## config.mk

```make
export PLATFORM = sky130hd
export DESIGN_NAME = c2d_queue
export DESIGN_NICKNAME = d
export VERILOG_FILES = /design/src/rtl/c2d_pkg.sv /design/src/rtl/c2d_queue.sv
export SDC_FILE = /design/constraint.sdc
export NUM_CORES = 2
export LEC_CHECK = 0
export ABC_AREA = 1
export BUFFER_PORTS_ARGS = -buffer_cell sky130_fd_sc_hd__buf_4
export CAP_MARGIN = 10
export CORE_MARGIN = 2
export CORE_UTILIZATION = 35
export CTS_CLUSTER_DIAMETER = 120
export DETAILED_ROUTE_END_ITERATION = 8
export GPL_TIMING_DRIVEN = 1
export PLACE_DENSITY = 0.53
export SLEW_MARGIN = 20
export SYNTH_ARGS = -nofsm -noshare
export SYNTH_HDL_FRONTEND = slang
export SYNTH_SLANG_ARGS = --single-unit
```

## constraint.sdc

```tcl
create_clock -name clk_i -period 12.2 [get_ports clk_i]
set_input_delay 0.61 -clock clk_i [delete_from_list [all_inputs] [get_ports clk_i]]
set_output_delay 0.61 -clock clk_i [all_outputs]
set_load 0.02 [all_outputs]
```

## src/rtl/c2d_pkg.sv

```systemverilog
`timescale 1ns / 1ps
// ----------------------------------------------------------------------------
// c2d_pkg
// Shared types and constants of the 2D convolution accumulator.
// ----------------------------------------------------------------------------
package c2d_pkg;

  // Default values of the top-level parameters.
  localparam int KERNEL_SIZE_DEF = 5;
  localparam int MAX_WIDTH_DEF   = 64;
  localparam int DATA_BITS_DEF   = 16;

  // Fixed field widths.
  localparam int SUM_W       = 40;
  localparam int OUT_COORD_W = 6;
  localparam int COORD_MAX_W = 8;
  localparam int CFG_W       = 7;

  localparam logic [CFG_W-1:0] WIDTH_RESET = 7'd32;

  localparam logic signed [SUM_W-1:0] SUM_MAX = 40'sh7F_FFFF_FFFF;
  localparam logic signed [SUM_W-1:0] SUM_MIN = 40'sh80_0000_0000;

  // Window token handed from the front end to the datapath.
  typedef struct packed {
    logic                   vld;
    logic                   first;
    logic [COORD_MAX_W-1:0] row;
    logic [COORD_MAX_W-1:0] col;
    logic                   last;
  } tok_t;

  // One finished result waiting in the output queue.
  typedef struct packed {
    logic [SUM_W-1:0]       sum;
    logic [OUT_COORD_W-1:0] row;
    logic [OUT_COORD_W-1:0] col;
    logic                   last;
  } result_t;

endpackage

```

## src/rtl/c2d_queue.sv

```systemverilog
`timescale 1ns / 1ps
// ----------------------------------------------------------------------------
// c2d_queue
// Result queue between the datapath and the output channel.
// ----------------------------------------------------------------------------
module c2d_queue #(
  parameter int DEPTH = 32
) (
  input  logic             clk_i,
  input  logic             rst_ni,
  input  logic             push_i,
  input  c2d_pkg::result_t entry_i,
  input  logic             pop_i,
  output logic             valid_o,
  output c2d_pkg::result_t head_o
);
  import c2d_pkg::*;

  localparam int AW = $clog2(DEPTH);

  result_t       mem_q [DEPTH];
  logic [AW-1:0] wp_q, rp_q;
  logic [AW:0]   cnt_q;

  // Pointers and fill level; the credit count upstream keeps it from overflowing.
  always_ff @(posedge clk_i or negedge rst_ni) begin
    if (!rst_ni) begin
      wp_q  <= '0;
      rp_q  <= '0;
      cnt_q <= '0;
    end else begin
      if (push_i) wp_q <= wp_q + AW'(1);
      if (pop_i)  rp_q <= rp_q + AW'(1);
      cnt_q <= cnt_q + (AW+1)'(push_i) - (AW+1)'(pop_i);
    end
  end

  // Storage.
  always_ff @(posedge clk_i) begin
    if (push_i) mem_q[wp_q] <= entry_i;
  end

  assign valid_o = (cnt_q != '0);
  assign head_o  = mem_q[rp_q];

endmodule

```

==> results.txt <==
status - completed
post-DP HPWL - 99.8 mm
crit path time final - 7.16 ns
commonest non-fill, non-tap cell in the layout - nand2_1
CTS tree - done
Remaining DRCs - 0
pwr/cell area - 233 nW/µm²
met2 capacity usage during global routing - 33.0%
post-synthesis async set-or-reset flop share - 0.935%
largest family of logic cells by synthesized area - simple AND/OR/NAND/NOR gates
warnings from Yosys - 0
met1 Track Usage GR - 27.2%
Leak - 32.3 nW
Num CTS Buffers - 184
Post CTS Setup Buffer Count - 0
Largest delay share family, worst path - buffers and inverters
Critical Path End Type - output pin
Final #Nets - 6745
synthesized instance count - 6638
most frequent cells in the layout - nand2_1, edfxtp_1, nand3_1, inv_1, buf_4
WHS - 0.0625 ns
compound-gate portion of the synthesized area - 1.34%
Arr. time, crit path - 6.55 ns
R2R cell count - 6
RSZ-0062 raised after global routing - no
Max-Cap Viols - 0
Avg Inst Size Synth - 10.9 µm²
FF-to-FF Start - wp_q[0]$_DFFE_PN0P_
adder-cell area share of the yosys netlist - 0.253%
fmax - 0.140 GHz
CP Launch Type - register
Core Box Area - 205000 µm²
synthesized flop and latch total - 1712
antenna violations before repair - 5
Worst EP required - 11.59 ns
Die Y-Extent - 458 µm
reg2reg setup slack - 8.60 ns
DRT iter0 DRCs - 4598
Total Negative Setup Slacks - 0 ns
CP max FO - 93
IO Port Bufs - 110
Tcrit/Tclk final - 58.7%
met3 GRT Util - 3.07%
Root Driver - clkbuf_16
HP Class - in -> reg
Worst slew margin - 23.8%
GRT Max-Usage Layer - met2
reg2reg end - mem_q[20][31]$_DFFE_PP_
H-tree depth - 4
CTS sink cnt - 1712
clk slew on worst S/H paths - 0.06 ns
vias - 46900
worst IR drop on VDD - 223 µV
buffer and inverter count on the worst path - 6
Cell variety after synth - 25
syn nets - 6709
number of global-route vias before repair - 44900
placer congestion estimate - 0.764
layout cells sized above 1 - 7.08%
Total GRT Usage - 19.8%
Starting Density - 35.2%
cts repair resizes - 0
mux contribution to synthesized area - 0%
Syn Std Cell Area - 72200 µm²
Die W - 458 µm
fraction of synthesized cell area in xor and xnor cells - 0.121%
grt ovf - 0
Fin. Hold Viols - 0
Slew Viols, Final - 0
via-per-instance ratio - 4.93
Rows - 166
Hold Buf Count CTS - 1
WL/cell - 22.1 µm
CP max-delay cell - dfrtp_4
Hold Path Depth - 2
Hold Crit Start - push_i
clock buffer depth - 3
first-pass GRT wire length - 308 mm
largest net degree at the start of global routing - 241
Post-Synth Simple-Gate Area - 20.0%
antenna-violating nets left - 0
number of I/O pins - 111
Clk Latency, worst-skew pair - 0.82 ns
Worst Max-Slew Pin Slew - 1.14 ns
Clock Skew - 0.0400 ns
final wirelength - 211 mm
slowest stage delay, CP - 1.05 ns
P&R area growth vs syn - 12.6%
Final setup viols - 0
EDFF count, synth - 1696
Hold Path Sink - wp_q[0]$_DFFE_PN0P_
crit path kind - reg -> out
register area share after synthesis - 71.1%
die area - 210000 µm²
Pre-Repair DR Iteration Count - 5
Top FF cell, synth - edfxtp_1
crit path cell chain - buf_4 -> buf_4 -> buf_4 -> buf_4 -> nand2_1 -> nand2_1 -> nand2_1 -> nand3_1 -> nand3_1 -> nand2_1 -> nand2_1 -> inv_1 -> buf_4
-- flip-flops by register name, indices dropped and copies added (netlist names) --
register,flops
mem_q,1696
rp_q,5
cnt_q,6
wp_q,5
-- report_power, final --
part	switching (W)	total (W)	leakage, nW	internal [W]
sequential	0.000201	0.00704	15.5	0.00684
combinational	0.00477	0.00654	14.1	0.00177
clock	0.00236	0.00534	2.77	0.00298
-- kinds of logic after synthesis --
| logic type | after synthesis |
|---|---|
| AND/OR/NAND/NOR | 3510 |
| flip-flops | 1712 |
| buffers and inverters | 1226 |
| AO/OA/AOI/OAI | 166 |
| adder cells (fa/ha/maj) | 14 |
| XOR/XNOR | 10 |
-- synthesized netlist by cell type, types with 2 or more instances --
library cell	count	area share, %
a21oi_1	108	0.75
buf_1	37	0.19
buf_2	189	1.3
buf_4	44	0.46
buf_6	16	0.25
clkbuf_1	65	0.34
dfrtp_1	16	0.55
edfxtp_1	1696	71
ha_1	13	0.23
inv_1	869	4.5
inv_2	4	0.021
nand2_1	2350	12
nand3_1	1012	7.0
nand4_1	4	0.035
nor2_1	142	0.74
nor3_1	2	0.014
o211ai_1	54	0.56
o21ai_0	2	0.014
xnor2_1	2	0.024
xor2_1	8	0.097
-- metrics by stage --
stage                     cells  total power [W]  setup slack [ns]  cell area, µm²  utilization (%)
after global routing       9511           0.0200              4.65           81200             39.7
after floorplan            6638           0.0114              6.80           72200                -
after detailed placement   9174           0.0138              5.99           75500             36.9
after CTS                  9510           0.0191              5.06           81200             39.7
final                      9512           0.0189              5.04           81200             39.7
after global placement     9174           0.0137              5.96           75500             36.9
-- layer usage --
metal	vias up	part of all wire, %
li1	22000	-
met5	-	0.015
met4	6	2.2
met1	23300	45
met2	1384	47
met3	281	6.0
-- worst max path at each step --
stage | startpoint | end | slack (ns) | cells past startpoint
after floorplan | push_i | mem_q[31][0]$_DFFE_PP_ | 6.80 | 5
after global placement | rp_q[0]$_DFFE_PN0P_ | head_o[9] | 5.96 | 13
after detailed placement | rp_q[0]$_DFFE_PN0P_ | head_o[9] | 5.99 | 13
after CTS | rp_q[0]$_DFFE_PN0P_ | head_o[9] | 5.06 | 13
after global routing | rp_q[0]$_DFFE_PN0P_ | head_o[9] | 4.65 | 13
final | rp_q[0]$_DFFE_PN0P_ | head_o[9] | 5.04 | 13
-- final cells by class --
type | count | area [µm²]
flip-flops and latches | 1712 | 51300
clock inverters | 102 | 871
clock buffers | 233 | 4820
well taps | 2688 | 3360
fillers | 19600 | 124000
diodes | 1 | 2.50
repair buffers | 202 | 1590
inverters | 874 | 3320
multi-input cells | 3700 | 15900
Note: power is estimated with default switching activity, not from simulation.
